## src/design/pcg32_pkg.sv

```systemverilog
// Shared types and constants for the PCG32 XSH-RR generator.
// Used by the configuration interface, the top level and the testbench; depends on nothing.
package pcg32_pkg;

  localparam logic [63:0] LcgMult  = 64'h5851_F42D_4C95_7F2D;
  localparam logic [63:0] LcgReset = 64'h5851_F42D_4C95_7F2E;
  localparam int unsigned CfgIdxW  = 1;
  localparam int unsigned UnitShift = 11;

  typedef enum logic [2:0] {
    CMD_DRAW32  = 3'd0,
    CMD_BOUNDED = 3'd1,
    CMD_DRAW64  = 3'd2,
    CMD_UNIT    = 3'd3,
    CMD_RESEED  = 3'd4
  } cmd_e;

  typedef enum logic [CfgIdxW-1:0] {
    CFG_SEED   = 1'b0,
    CFG_STREAM = 1'b1
  } cfg_idx_e;

  typedef enum logic [2:0] {
    S_IDLE,
    S_RESEED,
    S_DRAW,
    S_DIV,
    S_DONE
  } state_e;

  // Output permutation of PCG32: xorshift high bits, then rotate right.
  function automatic logic [31:0] pcg_permute(input logic [63:0] old);
    logic [63:0] mixed;
    logic [31:0] xs;
    logic [4:0]  rot;
    logic [63:0] twice;
    mixed = (old >> 18) ^ old;
    xs    = mixed[58:27];
    rot   = old[63:59];
    twice = {xs, xs} >> rot;
    return twice[31:0];
  endfunction

endpackage

```

## src/design/pcg32_in_if.sv

```systemverilog
// Input channel of the PCG32 generator: one command item per handshake.
// Stand-alone interface; it does not depend on pcg32_pkg.
interface pcg32_in_if;
  logic               valid;
  logic               ready;
  logic [2:0]         cmd;
  logic signed [31:0] lower_limit;
  logic signed [31:0] upper_bound_excl;

  modport source (output valid, cmd, lower_limit, upper_bound_excl, input ready);
  modport sink   (input valid, cmd, lower_limit, upper_bound_excl, output ready);
endinterface

```

## src/design/pcg32_out_if.sv

```systemverilog
// Result channel of the PCG32 generator: one result item per handshake.
// Stand-alone interface with no dependencies.
interface pcg32_out_if;
  logic               valid;
  logic               ready;
  logic [63:0]        random_bits;
  logic signed [31:0] bounded_value;

  modport source (output valid, random_bits, bounded_value, input ready);
  modport sink   (input valid, random_bits, bounded_value, output ready);
endinterface

```

## src/design/pcg32_cfg_if.sv

```systemverilog
// Configuration write channel of the PCG32 generator.
// Uses the register index width from pcg32_pkg.
interface pcg32_cfg_if;
  logic                                  valid;
  logic                                  ready;
  logic [pcg32_pkg::CfgIdxW-1:0]         index;
  logic [63:0]                           data;

  modport source (output valid, index, data, input ready);
  modport sink   (input valid, index, data, output ready);
endinterface

```

## src/design/pcg32_random_generator.sv

```systemverilog
// PCG32 XSH-RR generator top level with its sequencer and shared datapath.
// Depends on pcg32_pkg and the three channel interfaces.
//
// One item is worked on at a time and the input is ready only while the block is idle;
// a finished result sits in an output register, so the next item is taken while it
// waits. Every draw goes through one shared 32x32 multiplier in three partial products,
// one accumulate and one increment add. Command 0 makes one draw, command 4 a reseed
// step and one draw, commands 2 and 3 two draws each; unused commands go straight to the
// result. A bounded integer runs a bit-serial remainder for the threshold, draws until
// a draw is not below it and runs a second bit-serial remainder on that draw;
// an empty range answers without either.
module pcg32_random_generator
  import pcg32_pkg::*;
(
  input  logic clk_i,
  input  logic rst_ni,
  pcg32_cfg_if.sink   cfg_i,
  pcg32_in_if.sink    in_i,
  pcg32_out_if.source out_o
);

  state_e       state_q, state_d;
  logic [2:0]   mstep_q, mstep_d;
  logic [4:0]   div_cnt_q, div_cnt_d;
  logic         second_q, second_d;
  logic         phase_q, phase_d;
  logic [63:0]  lcg_q, lcg_d;
  logic [63:0]  inc_q, inc_d;
  logic [63:0]  seed_q, seed_d;
  logic [62:0]  stream_q, stream_d;
  logic         out_valid_q, out_valid_d;

  logic [2:0]   cmd_q, cmd_d;
  logic [31:0]  lower_q, lower_d;
  logic [31:0]  range_q, range_d;
  logic [31:0]  thr_q, thr_d;
  logic [31:0]  dvd_q, dvd_d;
  logic [31:0]  rem_q, rem_d;
  logic [31:0]  draw_q, draw_d;
  logic [31:0]  hi_q, hi_d;
  logic [63:0]  prod_q, prod_d;
  logic [63:0]  acc_q, acc_d;
  logic [63:0]  res_bits_q, res_bits_d;
  logic [31:0]  res_bval_q, res_bval_d;
  logic [63:0]  out_bits_q, out_bits_d;
  logic [31:0]  out_bval_q, out_bval_d;

  logic [31:0]  mul_a, mul_b;
  logic [63:0]  mul_p;
  logic [32:0]  div_trial;
  logic [32:0]  div_diff;
  logic [31:0]  rem_next;
  logic [63:0]  both_draws;

  assign mul_a = (mstep_q == 3'd1) ? lcg_q[63:32] : lcg_q[31:0];
  assign mul_b = (mstep_q == 3'd2) ? LcgMult[63:32] : LcgMult[31:0];
  assign mul_p = mul_a * mul_b;

  assign div_trial = {rem_q, dvd_q[31]};
  assign div_diff  = div_trial - {1'b0, range_q};
  assign rem_next  = div_diff[32] ? div_trial[31:0] : div_diff[31:0];

  assign both_draws = {hi_q, draw_q};

  assign cfg_i.ready       = 1'b1;
  assign in_i.ready        = (state_q == S_IDLE);
  assign out_o.valid       = out_valid_q;
  assign out_o.random_bits = out_bits_q;
  assign out_o.bounded_value = out_bval_q;

  always_comb begin
    state_d     = state_q;
    mstep_d     = mstep_q;
    div_cnt_d   = div_cnt_q;
    second_d    = second_q;
    phase_d     = phase_q;
    lcg_d       = lcg_q;
    inc_d       = inc_q;
    seed_d      = seed_q;
    stream_d    = stream_q;
    out_valid_d = out_valid_q && !out_o.ready;
    cmd_d       = cmd_q;
    lower_d     = lower_q;
    range_d     = range_q;
    thr_d       = thr_q;
    dvd_d       = dvd_q;
    rem_d       = rem_q;
    draw_d      = draw_q;
    hi_d        = hi_q;
    prod_d      = prod_q;
    acc_d       = acc_q;
    res_bits_d  = res_bits_q;
    res_bval_d  = res_bval_q;
    out_bits_d  = out_bits_q;
    out_bval_d  = out_bval_q;

    if (cfg_i.valid) begin
      case (cfg_i.index)
        CFG_SEED:   seed_d = cfg_i.data;
        CFG_STREAM: stream_d = cfg_i.data[62:0];
        default: ;
      endcase
    end

    case (state_q)
      S_IDLE: begin
        if (in_i.valid) begin
          cmd_d      = in_i.cmd;
          lower_d    = in_i.lower_limit;
          range_d    = in_i.upper_bound_excl - in_i.lower_limit;
          res_bits_d = '0;
          res_bval_d = '0;
          mstep_d    = '0;
          second_d   = 1'b0;
          case (in_i.cmd)
            CMD_DRAW32, CMD_DRAW64, CMD_UNIT: state_d = S_DRAW;
            CMD_BOUNDED: begin
              if (in_i.upper_bound_excl <= in_i.lower_limit) begin
                res_bval_d = in_i.lower_limit;
                state_d    = S_DONE;
              end else begin
                dvd_d     = 32'd0 - (in_i.upper_bound_excl - in_i.lower_limit);
                rem_d     = '0;
                div_cnt_d = '0;
                phase_d   = 1'b0;
                state_d   = S_DIV;
              end
            end
            CMD_RESEED: state_d = S_RESEED;
            default:    state_d = S_DONE;
          endcase
        end
      end
      S_RESEED: begin
        // Clearing the state and drawing once leaves exactly the increment.
        inc_d   = {stream_q, 1'b1};
        lcg_d   = {stream_q, 1'b1} + seed_q;
        mstep_d = '0;
        state_d = S_DRAW;
      end
      S_DRAW: begin
        mstep_d = mstep_q + 3'd1;
        case (mstep_q)
          3'd0: begin
            draw_d = pcg_permute(lcg_q);
            prod_d = mul_p;
          end
          3'd1: begin
            acc_d  = prod_q;
            prod_d = mul_p;
          end
          3'd2: begin
            acc_d  = {acc_q[63:32] + prod_q[31:0], acc_q[31:0]};
            prod_d = mul_p;
          end
          3'd3: begin
            acc_d = {acc_q[63:32] + prod_q[31:0], acc_q[31:0]};
          end
          default: begin
            lcg_d   = acc_q + inc_q;
            mstep_d = '0;
            case (cmd_q)
              CMD_DRAW32: begin
                res_bits_d = {32'd0, draw_q};
                state_d    = S_DONE;
              end
              CMD_BOUNDED: begin
                if (draw_q >= thr_q) begin
                  dvd_d     = draw_q;
                  rem_d     = '0;
                  div_cnt_d = '0;
                  phase_d   = 1'b1;
                  state_d   = S_DIV;
                end
              end
              CMD_DRAW64, CMD_UNIT: begin
                if (!second_q) begin
                  hi_d     = draw_q;
                  second_d = 1'b1;
                end else if (cmd_q == CMD_UNIT) begin
                  res_bits_d = both_draws >> UnitShift;
                  state_d    = S_DONE;
                end else begin
                  res_bits_d = both_draws;
                  state_d    = S_DONE;
                end
              end
              default: state_d = S_DONE;
            endcase
          end
        endcase
      end
      S_DIV: begin
        rem_d     = rem_next;
        dvd_d     = {dvd_q[30:0], 1'b0};
        div_cnt_d = div_cnt_q + 5'd1;
        if (div_cnt_q == 5'd31) begin
          if (!phase_q) begin
            thr_d   = rem_next;
            mstep_d = '0;
            state_d = S_DRAW;
          end else begin
            res_bval_d = lower_q + rem_next;
            state_d    = S_DONE;
          end
        end
      end
      S_DONE: begin
        if (!out_valid_q || out_o.ready) begin
          out_bits_d  = res_bits_q;
          out_bval_d  = res_bval_q;
          out_valid_d = 1'b1;
          state_d     = S_IDLE;
        end
      end
      default: state_d = S_IDLE;
    endcase
  end

  always_ff @(posedge clk_i or negedge rst_ni) begin
    if (!rst_ni) begin
      state_q     <= S_IDLE;
      mstep_q     <= '0;
      div_cnt_q   <= '0;
      second_q    <= 1'b0;
      phase_q     <= 1'b0;
      lcg_q       <= LcgReset;
      inc_q       <= 64'd1;
      seed_q      <= '0;
      stream_q    <= '0;
      out_valid_q <= 1'b0;
    end else begin
      state_q     <= state_d;
      mstep_q     <= mstep_d;
      div_cnt_q   <= div_cnt_d;
      second_q    <= second_d;
      phase_q     <= phase_d;
      lcg_q       <= lcg_d;
      inc_q       <= inc_d;
      seed_q      <= seed_d;
      stream_q    <= stream_d;
      out_valid_q <= out_valid_d;
    end
  end

  always_ff @(posedge clk_i) begin
    cmd_q      <= cmd_d;
    lower_q    <= lower_d;
    range_q    <= range_d;
    thr_q      <= thr_d;
    dvd_q      <= dvd_d;
    rem_q      <= rem_d;
    draw_q     <= draw_d;
    hi_q       <= hi_d;
    prod_q     <= prod_d;
    acc_q      <= acc_d;
    res_bits_q <= res_bits_d;
    res_bval_q <= res_bval_d;
    out_bits_q <= out_bits_d;
    out_bval_q <= out_bval_d;
  end

  // An accepted item always starts work, so the input drops ready.
  a_accept_leaves_idle: assert property (
    @(posedge clk_i) disable iff (!rst_ni)
    in_i.valid && in_i.ready |=> state_q != S_IDLE
  ) else $error("accepted item did not start work");

  // A result leaving the sequencer lands in the output register.
  a_done_loads_output: assert property (
    @(posedge clk_i) disable iff (!rst_ni)
    state_q == S_DONE && (!out_valid_q || out_o.ready) |=> out_valid_q && state_q == S_IDLE
  ) else $error("finished result was not registered");

  // The partial remainder stays below the range throughout the division.
  a_rem_below_range: assert property (
    @(posedge clk_i) disable iff (!rst_ni)
    state_q == S_DIV |-> rem_q < range_q
  ) else $error("remainder reached the range");

  // The multiply sequence never runs past its last step.
  a_mstep_bound: assert property (
    @(posedge clk_i) disable iff (!rst_ni)
    state_q == S_DRAW |-> mstep_q <= 3'd4
  ) else $error("draw step counter out of range");

endmodule

```

## src/flat_wrapper.sv

```systemverilog
// flat-port wrapper written by rule: the top's interface ports become plain ports
module pcg32_random_generator_flat import pcg32_pkg::*;
  (clk_i, rst_ni, cfg_i_valid, cfg_i_index, cfg_i_data, cfg_i_ready, in_i_valid, in_i_cmd, in_i_lower_limit, in_i_upper_bound_excl, in_i_ready, out_o_valid, out_o_random_bits, out_o_bounded_value, out_o_ready);
  pcg32_cfg_if cfg_i_i ();
  pcg32_in_if in_i_i ();
  pcg32_out_if out_o_i ();
  input  logic clk_i;
  input  logic rst_ni;
  input wire logic [$bits(cfg_i_i.valid)-1:0] cfg_i_valid;
  input wire logic [$bits(cfg_i_i.index)-1:0] cfg_i_index;
  input wire logic [$bits(cfg_i_i.data)-1:0] cfg_i_data;
  output wire logic [$bits(cfg_i_i.ready)-1:0] cfg_i_ready;
  input wire logic [$bits(in_i_i.valid)-1:0] in_i_valid;
  input wire logic [$bits(in_i_i.cmd)-1:0] in_i_cmd;
  input wire logic [$bits(in_i_i.lower_limit)-1:0] in_i_lower_limit;
  input wire logic [$bits(in_i_i.upper_bound_excl)-1:0] in_i_upper_bound_excl;
  output wire logic [$bits(in_i_i.ready)-1:0] in_i_ready;
  output wire logic [$bits(out_o_i.valid)-1:0] out_o_valid;
  output wire logic [$bits(out_o_i.random_bits)-1:0] out_o_random_bits;
  output wire logic [$bits(out_o_i.bounded_value)-1:0] out_o_bounded_value;
  input wire logic [$bits(out_o_i.ready)-1:0] out_o_ready;
  assign cfg_i_i.valid = cfg_i_valid;
  assign cfg_i_i.index = cfg_i_index;
  assign cfg_i_i.data = cfg_i_data;
  assign cfg_i_ready = cfg_i_i.ready;
  assign in_i_i.valid = in_i_valid;
  assign in_i_i.cmd = in_i_cmd;
  assign in_i_i.lower_limit = in_i_lower_limit;
  assign in_i_i.upper_bound_excl = in_i_upper_bound_excl;
  assign in_i_ready = in_i_i.ready;
  assign out_o_valid = out_o_i.valid;
  assign out_o_random_bits = out_o_i.random_bits;
  assign out_o_bounded_value = out_o_i.bounded_value;
  assign out_o_i.ready = out_o_ready;
  pcg32_random_generator u_core (.clk_i(clk_i), .rst_ni(rst_ni), .cfg_i(cfg_i_i), .in_i(in_i_i), .out_o(out_o_i));
endmodule
```

## config.mk

```make
export PLATFORM = sky130hd
export DESIGN_NAME = pcg32_random_generator_flat
export DESIGN_NICKNAME = d
export VERILOG_FILES = /design/src/design/pcg32_pkg.sv /design/src/design/pcg32_in_if.sv /design/src/design/pcg32_out_if.sv /design/src/design/pcg32_cfg_if.sv /design/src/design/pcg32_random_generator.sv /design/src/flat_wrapper.sv
export SDC_FILE = /design/constraint.sdc
export NUM_CORES = 2
export LEC_CHECK = 0
export BUFFER_PORTS_ARGS = -buffer_cell sky130_fd_sc_hd__clkbuf_2
export CAP_MARGIN = 10
export CORE_MARGIN = 2
export CORE_UTILIZATION = 50
export CTS_CLUSTER_DIAMETER = 30
export DETAILED_ROUTE_END_ITERATION = 8
export PLACE_DENSITY = 0.78
export SYNTH_ARGS = -nofsm -noshare
export SYNTH_HDL_FRONTEND = slang
export SYNTH_SLANG_ARGS = --single-unit
```

## constraint.sdc

```tcl
create_clock -name clk_i -period 13.5 [get_ports clk_i]
set_clock_uncertainty 0.1 [all_clocks]
set_input_delay 2.025 -clock clk_i [delete_from_list [all_inputs] [get_ports clk_i]]
set_output_delay 2.025 -clock clk_i [all_outputs]
set_load 0.01 [all_outputs]
```

After elaboration in Yosys (flattened, before gate mapping)
Index checks and enable logic that the tools add are counted.

Multipliers: 1. Mux-type cells: 68. Bitwise logic cells: 6. Reduce and logical (&&, ||, !) cells: 37. Eq/ne operators: 29. Shift-type cells: 1. Add/sub/neg operators: 10. $lt $le $gt $ge: 2.

Operator list (number): $mux W32 (19); $pmux W64 S2 (4); $mux W64 (5); $pmux W32 S3 (2); $add A64 B64 Y64 (2); $add A32 B32 Y32 (2); $mul A32 B32 Y64 (1); $pmux W32 S2 (1); $shr A64 B5 Y32 (1); $sub A32 B32 Y32 (2); $xor A46 B59 Y59 (1); $mux W3 (12); $sub A33 B32 Y33 (1); $ge A32 B32 Y1 (1); $le A32 B32 Y1 (1); $sub A1 B32 Y32 const A (1); $mux W5 (6); $mux W29 (1); $eq A3 B2 Y1 const B (8); $reduce_and A2 Y1 (8); $reduce_and A4 Y1 (4); $pmux W3 S5 (1); $pmux W5 S3 (1); $reduce_and A7 Y1 (2); other kinds (27) (67).

Input port bits: 137. Logic and storage cells: 179. Flip-flop bits (word level): 815.

Logic depth before layout (Yosys ltp)
Depth in word-level cells: 6. Gate-level depth with buffers: 38. Gate-level depth less buffers: 36.

Worst setup path after synthesis
No wires, ideal clock.

Kind: reg-to-reg. From: reg u_core.mstep_q[1]. To: reg u_core.prod_q[60], data pin. Cell stages (with the launch flop): 36. Slack: 3.803 ns. Data arrival time: 9.338 ns. Data required time: 13.141 ns. Buffers on the path: 4. Path through: dfrtp_1 inv_1 ha_1 nor2b_1 clkbuf_1 clkbuf_1 buf_1 mux2i_1 inv_1 fa_1 inv_1 fa_1 inv_1 fa_1 inv_1 fa_1 inv_1 fa_1 fa_1 fa_1 ha_1 ha_1 clkbuf_1 a21o_1 a21o_1 a21oi_1 nor2b_1 a31oi_1 nand2_1 o211ai_2 a221oi_1 o21ai_2 a2111oi_0 o41ai_1 a21oi_1 xnor2_1.

Word-level cells in the longest chain between the ends: 3. Elaborated cells on any way between the ends: 5. Those cells by class: mul (1); eq/ne (2); mux (2).

Ends and longest elaborated chain: start: declaration (RTL line pcg32_random_generator.sv:23) `logic [2:0] mstep_q, mstep_d;`; start signal: assignment (RTL line pcg32_random_generator.sv:234) `mstep_q <= mstep_d;`; $eq A3 B1 Y1 or $eq A3 B2 Y1 (tied branches) (RTL line pcg32_random_generator.sv:55, pcg32_random_generator.sv:56); $mux W32 or $mux W29 (tied branches) (RTL line pcg32_random_generator.sv:55, pcg32_random_generator.sv:56); $mul A32 B32 Y64 * (RTL line pcg32_random_generator.sv:57) `assign mul_p = mul_a * mul_b;`; named net u_core.mul_p[60] (RTL line pcg32_random_generator.sv:49) `logic [63:0] mul_p;`; end signal: assignment (RTL line pcg32_random_generator.sv:255) `prod_q <= prod_d;`; end: declaration (RTL line pcg32_random_generator.sv:41) `logic [63:0] prod_q, prod_d;`.

The timed path passes the listed nets; every way through them passes the cells marked *. A chain may end at the register's enable or synchronous reset.

Worst setup path after layout
Ends and elaborated chain as after synthesis.

==> flow_summary.toml <==
[synthesis]
ys_top_cells_by_area = "edfxtp_1 (23%), fa_1 (15%), ha_1 (13%), dfrtp_1 (8.4%), inv_1 (5.2%)"
seq_area_frac_synth = 0.3296
synthCells = 7004
synth_ff_type = "edfxtp_1"
yosys.area.top_type_share = 0.2336
syn_area_per_cell_um2 = 10.04
yosys_warnings = 0
synthesis.area_um2 = 70310
synthArstFlopShare = 0.3288
synth_cell_types = 97
netlist_top_cells_count = "inv_1 (966), ha_1 (736), nand2_1 (673)"
synth_edf_count = 547
synth.most_common_cell = "inv_1"
yosys.area.top_type = "edfxtp_1"
ys_seq_elements = 815

[clock_tree]
cts-hold-fix-buffers = 0
clk_path_buf_depth = 3
cts_root_buf = "clkbuf_16"
clk-insertion-delay-late_ps = 770
cts.sinks = 815
cts_resized = 0
h-tree-depth = 4
cts_buffers = 143
clk_pin_slew_worst_paths_ps = 50
cts_tree = "done"
postCtsSetupBuffers = 0

[worst_setup_path]
path_buf_inv = 7
worstPathArrival_ps = 11450
crit_type = "reg2reg"
reg2reg_slack_ps = 2460
cpPeakStageDelay_ps = 900
worst_r2r_endpoint = "u_core.prod_q[60]"
cpMostUsedCell = "fa_1"
rr_worst_depth = 32
cp_max_fo = 24
critPathCaptureType = "flip-flop"
slowest_stage = "mux2i_1"
crit_required_ps = 13920
worst_setup_path_start_kind = "flip-flop"
cp_top_family = "adder cells"
r2r_start = "u_core.mstep_q[1]"

[die]
die_h_um = 379.0
die-area_um2 = 143600
die_w_um = 379.0
rows = 137
initial_core_util = 0.5039
io_pins = 236
core_area_um2 = 139500

[detailed_routing]
routed_wl_mm = 210.9
drc = 0
antenna_left = 0
dr.pass1.iters = 8
wire_per_inst_um = 22.86
via_per_inst = 5.821
drtIter0Drc = 4883
vias = 53700

[timing]
finalHoldViolCount = 0
rsz0062_at_grt = "false"
slew_violations = 0
whs_ps = 313.0
fin_crit_ps = 11040
fmaxAchievable_mhz = 90.62
maxSlewHeadroom = 0.1688
timing.final.crit_share = 0.8174
setup_tns_ps = 0
worst_slew_pin_slew_ps = 1212
setup_violations = 0

[placed_design]
dpl.hpwl_mm = 166.1
gp_congestion = 1.023
io_buffers = 234

[finish]
nNetsFinal = 8636
drive_gt1_frac = 0.1150
areaGrowthSynthToFinish_pct = 11.60

[grt]
grt_pass1_wl_mm = 319.6
grt_overflow = 0
grt_start_max_net_pins = 95
antenna_found_initial = 8
grt_util_all_layers = 0.2929
grt_pass1_vias = 53540

[job]
drv_cap = 0

[min_path]
holdPathStages = 0
hold_path_class = "reg2reg"
worstHoldEndpoint = "u_core.out_o.bounded_value[30]"
worstHoldStart = "u_core.res_bval_q[30]"

[outcome]
outcome = "finished, final reports clean"
[cell type report]
type,instances,area [um^2]
diodes,7,17.52
repair buffers,288,1587
well taps,1876,2347
multi-input cells,4997,42770
clock inverters,114,1266
inverters,976,3664
flip-flops and latches,815,23170
fillers,11890,61060
clock buffers,152,3643
[layout by cell type (no fill, tap or decap), types with 29 or more instances in the layout]
cell / netlist / routed
edfxtp_1: 547 / 547
clkbuf_2: 0 / 233
a31oi_1: 49 / 49
fa_1: 542 / 542
xor2_1: 130 / 129
o211ai_1: 29 / 29
mux2_2: 180 / 180
nand4_1: 54 / 54
nor3_1: 55 / 54
o21ai_0: 300 / 300
nor2_1: 468 / 465
conb_1: 2 / 32
and2_1: 97 / 97
ha_1: 736 / 736
mux2i_1: 90 / 89
and3_1: 36 / 35
a21o_1: 236 / 236
xnor2_1: 198 / 198
o21bai_1: 53 / 53
nand2_1: 673 / 670
nand3_1: 59 / 59
nand2b_1: 49 / 47
clkbuf_16: 0 / 144
dfrtp_1: 235 / 234
dfstp_2: 33 / 33
nor2b_1: 51 / 48
inv_1: 966 / 965
o21a_1: 32 / 31
a21oi_1: 486 / 484
buf_4: 1 / 54
o21ai_1: 36 / 36
[sequential cells by signal, indices dropped and copies added (netlist names), 5 cells and up]
| signal | flops |
|---|---|
| u_core.res_bits_q | 64 |
| u_core.stream_q | 63 |
| u_core.thr_q | 32 |
| u_core.dvd_q | 32 |
| u_core.out_o.bounded_value | 32 |
| u_core.res_bval_q | 32 |
| u_core.div_cnt_q | 5 |
| u_core.inc_q | 63 |
| u_core.range_q | 32 |
| u_core.hi_q | 32 |
| u_core.acc_q | 64 |
| u_core.draw_q | 32 |
| u_core.lower_q | 32 |
| u_core.seed_q | 64 |
| u_core.lcg_q | 64 |
| u_core.out_o.random_bits | 64 |
| u_core.rem_q | 32 |
| u_core.prod_q | 64 |
[worst max-delay path by stage]
stage / from / to / slack [ps] / cells after the start
after floorplan: u_core.mstep_q[1] / u_core.prod_q[60] / 3800 / 35
after global placement: u_core.mstep_q[1] / u_core.prod_q[60] / 2820 / 32
after detailed placement: u_core.mstep_q[1] / u_core.prod_q[59] / 2570 / 31
after CTS: u_core.mstep_q[1] / u_core.prod_q[59] / 2570 / 31
after global routing: u_core.mstep_q[1] / u_core.prod_q[60] / 1920 / 32
final: u_core.mstep_q[1] / u_core.prod_q[60] / 2460 / 32
[worst register-to-register path, delay by kind of cell (launching register included)]
family                   cells  cell delay (ps)
flip-flops                   1              440
AND/OR/NAND/NOR              3             1020
buffers and inverters        7             1310
XOR/XNOR                     1               80
adder cells (fa/ha/maj)     10             4540
AO/OA/AOI/OAI               10             2410
multiplexers                 1              900
[routing by layer]
layer  vias up  wire [um]  part of all wire  track usage
li1      24300          -                 -            -
met1     26490      87240              0.41       0.3927
met2      2447      97670              0.46       0.4698
met3       459      17070             0.081      0.05401
met4         2       8862             0.042       0.1151
met5         -         13          0.000062            0
[cell families (layout without fill, tap and decap cells)]
kind of cell	Yosys count	in the layout	share of synthesized area
adders and majority gates	1278	1278	0.2853
buffers and inverters	1222	1530	0.06539
other	2	39	0.0001068
muxes	292	292	0.04788
AOI/OAI and AO/OA	1445	1445	0.1279
and+or+nand+nor	1622	1622	0.1030
xor gates and xnor gates	328	328	0.04086
DFF	815	815	0.3296
[stage by stage]
| step | util | setup WS (ps) | area, um^2 | cells |
|---|---|---|---|---|
| global placement | 0.5271 | 2825 | 73540 | 8952 |
| global route | 0.5623 | 1918 | 78450 | 9218 |
| finish | 0.5624 | 2465 | 78470 | 9225 |
| detailed placement | 0.5271 | 2573 | 73540 | 8952 |
| floorplan | - | 3803 | 70430 | 7034 |
| CTS | 0.5623 | 2569 | 78450 | 9218 |
Power is left out: the tool's default activity adds up to more than one toggle a clock period on the data nets, which glitch-free logic cannot reach.
